### config.mk
export PLATFORM = sky130hd
export DESIGN_NAME = jls_divider
export DESIGN_NICKNAME = d
export VERILOG_FILES = /design/src/hw/rtl/jls_pkg.sv /design/src/hw/rtl/jls_divider.sv
export SDC_FILE = /design/constraint.sdc
export NUM_CORES = 1
export LEC_CHECK = 0
export ABC_AREA = 1
export BUFFER_PORTS_ARGS = -buffer_cell sky130_fd_sc_hd__buf_4
export CORE_ASPECT_RATIO = 0.7
export CORE_MARGIN = 3
export CORE_UTILIZATION = 40
export CTS_BUF_LIST = sky130_fd_sc_hd__clkbuf_2 sky130_fd_sc_hd__clkbuf_4 sky130_fd_sc_hd__clkbuf_8
export CTS_CLUSTER_DIAMETER = 40
export DETAILED_ROUTE_END_ITERATION = 6
export REMOVE_ABC_BUFFERS = 1
export SLEW_MARGIN = 20
export SYNTH_ARGS = -nofsm -noshare
export SYNTH_HDL_FRONTEND = slang
export SYNTH_SLANG_ARGS = --single-unit
export TNS_END_PERCENT = 20
### constraint.sdc
create_clock -name clk -period 2.25 [get_ports clk]
set_input_delay 0.45 -clock clk [delete_from_list [all_inputs] [get_ports clk]]
set_output_delay 0.45 -clock clk [all_outputs]
set_load 0.1 [all_outputs]
### src/hw/rtl/jls_pkg.sv
`default_nettype none
package jls_pkg;

	// Sizing of the solver.
	localparam int MAX_DIM   = 8;
	localparam int FRAC_BITS = 16;

	localparam int IDX_W  = $clog2(MAX_DIM);
	localparam int CNT_W  = $clog2(MAX_DIM + 1);
	localparam int ADDR_W = $clog2(MAX_DIM * MAX_DIM);
	localparam int DIV_W  = 32 + FRAC_BITS;
	localparam int ACC_W  = 64 - FRAC_BITS + CNT_W;

	// Commands.
	localparam logic [1:0] CMD_LOAD_MAT = 2'd0;
	localparam logic [1:0] CMD_LOAD_VEC = 2'd1;
	localparam logic [1:0] CMD_SOLVE    = 2'd2;

	// Status codes.
	localparam logic [1:0] STAT_CONVERGED = 2'd0;
	localparam logic [1:0] STAT_LIMIT     = 2'd1;
	localparam logic [1:0] STAT_ZERO_DIAG = 2'd2;

	// Register indexes.
	localparam logic [1:0] REG_DIMENSION = 2'd0;
	localparam logic [1:0] REG_TOLERANCE = 2'd1;
	localparam logic [1:0] REG_ITER_LIM  = 2'd2;

	typedef enum logic [3:0] {
		ST_IDLE,
		ST_DG_ADDR,
		ST_DG_CHK,
		ST_MAC_ADDR,
		ST_MAC_MUL,
		ST_MAC_ACC,
		ST_NUM,
		ST_DIV,
		ST_UPD,
		ST_SWEEP_END,
		ST_OUT
	} state_t;

endpackage
`default_nettype wire

### src/hw/rtl/jls_divider.sv
`default_nettype none
module jls_divider (
	input  wire logic                         clk,
	input  wire logic                         arst_n,
	input  wire logic                         start,
	input  wire logic [jls_pkg::DIV_W-1:0]    dividend,
	input  wire logic [31:0]                  divisor,
	output logic                              done,
	output logic      [jls_pkg::DIV_W-1:0]    quotient
);

	localparam int STEP_W = $clog2(jls_pkg::DIV_W + 1);

	logic [31:0]               rem_q;
	logic [jls_pkg::DIV_W-1:0] quo_q;
	logic [31:0]               div_q;
	logic [STEP_W-1:0]         step_q;
	logic                      run_q;
	logic                      done_q;
	logic [32:0]               trial;
	logic [32:0]               shifted;

	// One restoring step: shift in the next dividend bit and try to subtract.
	assign shifted = {rem_q, quo_q[jls_pkg::DIV_W-1]};
	assign trial   = shifted - {1'b0, div_q};

	always_ff @(posedge clk or negedge arst_n) begin
		if (!arst_n) begin
			run_q  <= 1'b0;
			done_q <= 1'b0;
			step_q <= '0;
		end else begin
			done_q <= 1'b0;
			if (start) begin
				run_q  <= 1'b1;
				step_q <= STEP_W'(jls_pkg::DIV_W);
			end else if (run_q) begin
				step_q <= step_q - 1'b1;
				if (step_q == STEP_W'(1)) begin
					run_q  <= 1'b0;
					done_q <= 1'b1;
				end
			end
		end
	end

	// Datapath of the divider.
	always_ff @(posedge clk) begin
		if (start) begin
			rem_q <= '0;
			quo_q <= dividend;
			div_q <= divisor;
		end else if (run_q) begin
			if (!trial[32]) begin
				rem_q <= trial[31:0];
				quo_q <= {quo_q[jls_pkg::DIV_W-2:0], 1'b1};
			end else begin
				rem_q <= shifted[31:0];
				quo_q <= {quo_q[jls_pkg::DIV_W-2:0], 1'b0};
			end
		end
	end

	assign done     = done_q;
	assign quotient = quo_q;

endmodule
`default_nettype wire

* Word-level counts from Yosys, hierarchy flattened
Index checks and enable logic that the tools add are counted.
Operators by class: reduce and logical (&&, ||, !) cells 1, equal/unequal tests 1, $add $sub $neg 2, muxes and demuxes 12
Operator list (number):
- 48-bit two-way mux | 2
- 33-bit by 32-bit subtractor with 33-bit output | 1
- 32-bit two-way mux | 1
- 6-bit two-way mux | 2
- 1-bit two-way mux | 7
- 6-bit by 1-bit equality test with 1-bit output, second input constant | 1
- 6-bit by 1-bit subtractor with 6-bit output, second input constant | 1
- 2-bit nonzero test | 1
Storage, ports and cells: logic and storage cells 22, flip-flop bits (word level) 120, input port bits 83, output and inout port bits 49

* Logic depth before layout (Yosys ltp)
depth in word-level cells 4, mapped depth 18, gate-level depth less buffers 17

* Worst setup path before layout
No wires, ideal clock.
path kind register to register, start point reg quo_q (netlist bit quotient[47]), end point reg quo_q (netlist bit quotient[0]) (data pin), library setup time 269 ps, data required time 1981 ps, data arrival time 2725 ps, stages on the path, launching flop included 17, path buffers 1, clock period less this slack 2995 ps, path slack -745 ps, cell sequence edfxtp_1 > inv_1 > ha_1 > fa_1 > inv_1 > nand2_1 > nand2_1 > nand3_1 > nand2_1 > nand2_1 > nand2_2 > nand2_2 > nand2_2 > nand2_2 > nand2_4 > buf_6 > o21ai_0
Between the ends: cells in the longest elaborated chain, start to end 4
Ends and longest elaborated chain:
- start, declared | line jls_divider.sv:15 | logic [jls_pkg::DIV_W-1:0] quo_q;
- start signal, assigned | line jls_divider.sv:51 | quo_q <= dividend;
- start signal, assigned | line jls_divider.sv:56 | quo_q <= {quo_q[jls_pkg::DIV_W-2:0], 1'b1};
- start signal, assigned | line jls_divider.sv:59 | quo_q <= {quo_q[jls_pkg::DIV_W-2:0], 1'b0};
- 33-bit by 32-bit subtractor with 33-bit output | line jls_divider.sv:25 | assign trial = shifted - {1'b0, div_q};
- 1-bit two-way mux | line jls_divider.sv:54 | if (!trial[32]) begin
- 48-bit two-way mux | line jls_divider.sv:53 | end else if (run_q) begin
- 48-bit two-way mux | line jls_divider.sv:49 | if (start) begin
No other way between the ends. The select of a mux whose other input is x is not followed. A chain may end at the register's enable or synchronous reset.

* Worst setup path after layout
start point reg div_q[0], end point reg quo_q (netlist bit quotient[0]) (data pin)
Between the ends: cells in the longest elaborated chain, start to end 4
Ends and longest elaborated chain:
- start, declared | line jls_divider.sv:16 | logic [31:0] div_q;
- start signal, assigned | line jls_divider.sv:52 | div_q <= divisor;
- 33-bit by 32-bit subtractor with 33-bit output | line jls_divider.sv:25
- 1-bit two-way mux | line jls_divider.sv:54
- 48-bit two-way mux | line jls_divider.sv:53
- 48-bit two-way mux | line jls_divider.sv:49
No other way between the ends. The select of a mux whose other input is x is not followed.

==> impl_metrics.xml <==
<?xml version="1.0" encoding="UTF-8"?>
<metrics>
  <group name="outcome">
    <metric name="run_status" unit="">finished, violations left</metric>
    <metric name="violations" unit="">setup timing</metric>
  </group>
  <group name="routing">
    <metric name="route.final.wire_length" unit="mm">21.0</metric>
    <metric name="final_antenna_net_count" unit="">0</metric>
    <metric name="detailedRoute.firstPassIterationCount" unit="">5</metric>
    <metric name="detail_route.vias_per_cell" unit="">4.54</metric>
    <metric name="drt-initial-drc-count" unit="">626</metric>
    <metric name="num_vias" unit="">7048</metric>
    <metric name="wire_per_inst" unit="um">13.6</metric>
    <metric name="post-route-drc-count" unit="">0</metric>
  </group>
  <group name="synth">
    <metric name="synth_cell_type_count" unit="">35</metric>
    <metric name="synth.yosys.seq_area_share" unit="%">42.7</metric>
    <metric name="async_flop_share" unit="%">6.67</metric>
    <metric name="postSynthCellCount" unit="">1092</metric>
    <metric name="synth_top_area_share" unit="%">31.6</metric>
    <metric name="syn_area" unit="um^2">7600</metric>
    <metric name="post_synth_main_area_contributors" unit="">sky130_fd_sc_hd__edfxtp_1 32%, sky130_fd_sc_hd__nand2_1 25%, sky130_fd_sc_hd__inv_1 9.9%, sky130_fd_sc_hd__dfxtp_1 8.4%, sky130_fd_sc_hd__ha_1 5.6%</metric>
    <metric name="post_synth.cell_area_avg" unit="um^2">6.96</metric>
    <metric name="synth-seq-cells" unit="">120</metric>
    <metric name="synthesis.yosys.warnings" unit="">0</metric>
    <metric name="number_of_enable_flip_flop_cells_after_synthesis" unit="">80</metric>
    <metric name="synth_largest_area_cell" unit="">sky130_fd_sc_hd__edfxtp_1</metric>
    <metric name="yosys_most_used_dff" unit="">sky130_fd_sc_hd__edfxtp_1</metric>
  </group>
  <group name="global_routing">
    <metric name="grt_first_pass_wirelength" unit="mm">33.8</metric>
    <metric name="grt_remaining_overflow" unit="">0</metric>
    <metric name="grt_util_met3" unit="%">5.47</metric>
    <metric name="grt_max_degree" unit="">51</metric>
    <metric name="grt_pass1_vias" unit="">6596</metric>
    <metric name="use_met1" unit="%">33.1</metric>
    <metric name="grt_antenna_before_repair" unit="">0</metric>
    <metric name="globalRoute.busiestLayer" unit="">met1</metric>
    <metric name="grtUsageTotal" unit="%">20.8</metric>
    <metric name="grtUsageMet2" unit="%">27.9</metric>
  </group>
  <group name="setup_path">
    <metric name="setup.reg_to_reg.worst_slack" unit="ns">-0.05</metric>
    <metric name="endpoint_kind" unit="">flop</metric>
    <metric name="crit_required" unit="ns">2.42</metric>
    <metric name="worst_setup_path_start_kind" unit="">flop</metric>
    <metric name="category_of_the_most_critical_setup_path" unit="">flop to flop</metric>
    <metric name="cp.arrival" unit="ns">2.47</metric>
    <metric name="crit_fanout" unit="">4</metric>
  </group>
  <group name="die">
    <metric name="core_region_area" unit="um^2">18300</metric>
    <metric name="design.die.area" unit="um^2">20700</metric>
    <metric name="chipHeight" unit="um">121</metric>
    <metric name="initial_utilization" unit="%">41.5</metric>
    <metric name="die-width" unit="um">171</metric>
    <metric name="ioPinCount" unit="">132</metric>
    <metric name="floorplan.rows" unit="">41</metric>
  </group>
  <group name="sta">
    <metric name="fmax" unit="MHz">435</metric>
    <metric name="worst_slew_slack_as_a_fraction_of_its_limit" unit="%">67.6</metric>
    <metric name="report.final.hold_viol_count" unit="">0</metric>
    <metric name="fin_ws" unit="ns">-0.0501</metric>
    <metric name="fin_worst_skew" unit="ns">0.0150</metric>
    <metric name="min_period_over_period" unit="%">102</metric>
    <metric name="hold_ws" unit="ns">0.174</metric>
    <metric name="final_report_max_slew_violation_count" unit="">0</metric>
    <metric name="timing.final.setup_violations" unit="">19</metric>
    <metric name="worst_slew_pin_slew" unit="ns">0.486</metric>
    <metric name="final.min_clock_period" unit="ns">2.30</metric>
    <metric name="rsz0062_at_grt" unit="">true</metric>
  </group>
  <group name="clock_network">
    <metric name="clkSinkCount" unit="">120</metric>
    <metric name="cts_buffer_depth" unit="">2</metric>
    <metric name="worst_setup_hold_path_clk_slew" unit="ns">0.08</metric>
    <metric name="cts_tree" unit="">yes</metric>
    <metric name="ctsHtreeMaxLevel" unit="">4</metric>
    <metric name="number_of_clock_buffers_inserted_by_tritoncts" unit="">17</metric>
    <metric name="root_buffer" unit="">sky130_fd_sc_hd__clkbuf_8</metric>
    <metric name="worst_skew_late_latency" unit="ns">0.45</metric>
  </group>
  <group name="power_and_ir_drop">
    <metric name="irDropWorstVdd" unit="uV">403</metric>
    <metric name="power_per_cell_area" unit="nW/um^2">617</metric>
    <metric name="static-leakage-power" unit="uW">0.00554</metric>
    <metric name="power" unit="uW">6190</metric>
  </group>
  <group name="hold_path">
    <metric name="hold_class" unit="">input port to flop</metric>
  </group>
  <group name="placement">
    <metric name="numPortBuffers" unit="">131</metric>
    <metric name="place_congestion" unit="">0.932</metric>
    <metric name="detailedPlace.worstSlack" unit="ns">-0.148</metric>
    <metric name="placement.cell_area" unit="um^2">9370</metric>
    <metric name="place.detailed.hpwl" unit="mm">15.5</metric>
  </group>
  <group name="finish">
    <metric name="layout.cells.most_common_list" unit="">497 x sky130_fd_sc_hd__nand2_1, 200 x sky130_fd_sc_hd__buf_4, 198 x sky130_fd_sc_hd__inv_1</metric>
    <metric name="final_layout_size_suffix_gt1_share" unit="%">22.2</metric>
    <metric name="flow.area_growth_from_synthesis" unit="%">31.9</metric>
    <metric name="final.fill_count" unit="">1812</metric>
    <metric name="final_net_count" unit="">1420</metric>
    <metric name="layout.cell_area.non_filler" unit="um^2">10000</metric>
    <metric name="layout.cells.most_common" unit="">sky130_fd_sc_hd__nand2_1</metric>
    <metric name="diodes" unit="">0</metric>
  </group>
  <group name="flow_run">
    <metric name="max_cap_violations" unit="">0</metric>
  </group>
</metrics>
stage by stage:
step	utilization, %	cells	TNS [ns]
2_1_floorplan	-	1070	-60.62
3_3_place_gp	51.2	1513	-1.27
3_5_place_dp	51.2	1513	-3.20
4_1_cts	53.8	1549	-0.789
5_1_grt	54.7	1551	-4.94
6_report	54.7	1551	-0.468
path summary, 6_finish.rpt:
path | startpoint | cells past startpoint | end
max reg2reg | div_q[0]$_DFFE_PP_ | 15 | quotient[0]$_DFFE_PP_
max in group asynchronous | arst_n | 2 | step_q[0]$_DFFE_PN0P_
max | div_q[0]$_DFFE_PP_ | 15 | quotient[0]$_DFFE_PP_
min in group asynchronous | arst_n | 2 | step_q[4]$_DFFE_PN0P_
min | divisor[11] | 1 | div_q[11]$_DFFE_PP_
min reg2reg | rem_q[23]$_SDFFE_PP0P_ | 2 | rem_q[23]$_SDFFE_PP0P_
layer usage:
| layer | share of wire, % | wire length [um] |
|---|---|---|
| met3 | 7.0 | 1470 |
| met1 | 54 | 11300 |
| met2 | 38 | 8090 |
| met4 | 0.61 | 129 |
| met5 | 0 | 0 |
area by class of cell:
cell class / instances / area, um^2 / share of cell area, %
multi-input cells: 748 / 3640 / 36.3
flip-flops and latches: 120 / 3240 / 32.4
clock inverters: 12 / 140 / 1.40
repair buffers: 211 / 1680 / 16.7
clock buffers: 20 / 269 / 2.68
inverters: 204 / 766 / 7.64
well taps: 236 / 295 / 2.95
critical path, stage by stage, from the launching register on:
cell and delay (ns):
sky130_fd_sc_hd__edfxtp_1 0.42, sky130_fd_sc_hd__ha_4 0.19, sky130_fd_sc_hd__fa_2 0.39, sky130_fd_sc_hd__inv_2 0.08, sky130_fd_sc_hd__nand2_2 0.05, sky130_fd_sc_hd__nand2_2 0.07, sky130_fd_sc_hd__nand3_2 0.06, sky130_fd_sc_hd__nand2_2 0.08
sky130_fd_sc_hd__nand2_2 0.06, sky130_fd_sc_hd__nand2_4 0.07, sky130_fd_sc_hd__nand2_4 0.07, sky130_fd_sc_hd__nand2_4 0.10, sky130_fd_sc_hd__nand2_4 0.06, sky130_fd_sc_hd__nand2_8 0.10, sky130_fd_sc_hd__buf_6 0.13, sky130_fd_sc_hd__o21ai_0 0.07
power breakdown:
group	total [uW]	internal, uW	switching [uW]
Clock	2030	1070	959
Sequential	2600	2520	80.6
Combinational	1560	479	1080
Total	6190	4070	2120
state kept, by name, summed over array words and instances (netlist names):
signal / count
quotient: 48
div_q: 32
rem_q: 32
step_q: 6
done: 1
run_q: 1
cells in the mapped netlist (9+ instances only):
master / n
sky130_fd_sc_hd__nand2_1: 506
sky130_fd_sc_hd__inv_1: 201
sky130_fd_sc_hd__edfxtp_1: 80
sky130_fd_sc_hd__nand3_1: 61
sky130_fd_sc_hd__nor2_1: 44
sky130_fd_sc_hd__ha_1: 34
sky130_fd_sc_hd__dfxtp_1: 32
sky130_fd_sc_hd__a21oi_1: 22
sky130_fd_sc_hd__clkbuf_1: 15
sky130_fd_sc_hd__xnor2_1: 12
sky130_fd_sc_hd__nand2_2: 10
sky130_fd_sc_hd__nand4_1: 9
sky130_fd_sc_hd__o21ai_0: 9
cells by family after synthesis:
family	Yosys count	share of synthesized area, %
adder cells (fa/ha/maj)	35	5.86
buffers and inverters	226	11.8
flip-flops	120	42.7
AO/OA/AOI/OAI	38	2.65
XOR/XNOR	15	1.73
AND/OR/NAND/NOR	658	35.3
repair_timing:
action                                  in CTS  in global routing
hold buffers                                 1                  0
gates cloned                                 1                  2
pin swaps                                    1                 15
endpoints found under the hold margin        8                  0
endpoints found under the setup margin      32                 33
buffers inserted                             2                  1
resized for setup                            4                 40
Note: power is estimated with default switching activity, not from simulation.
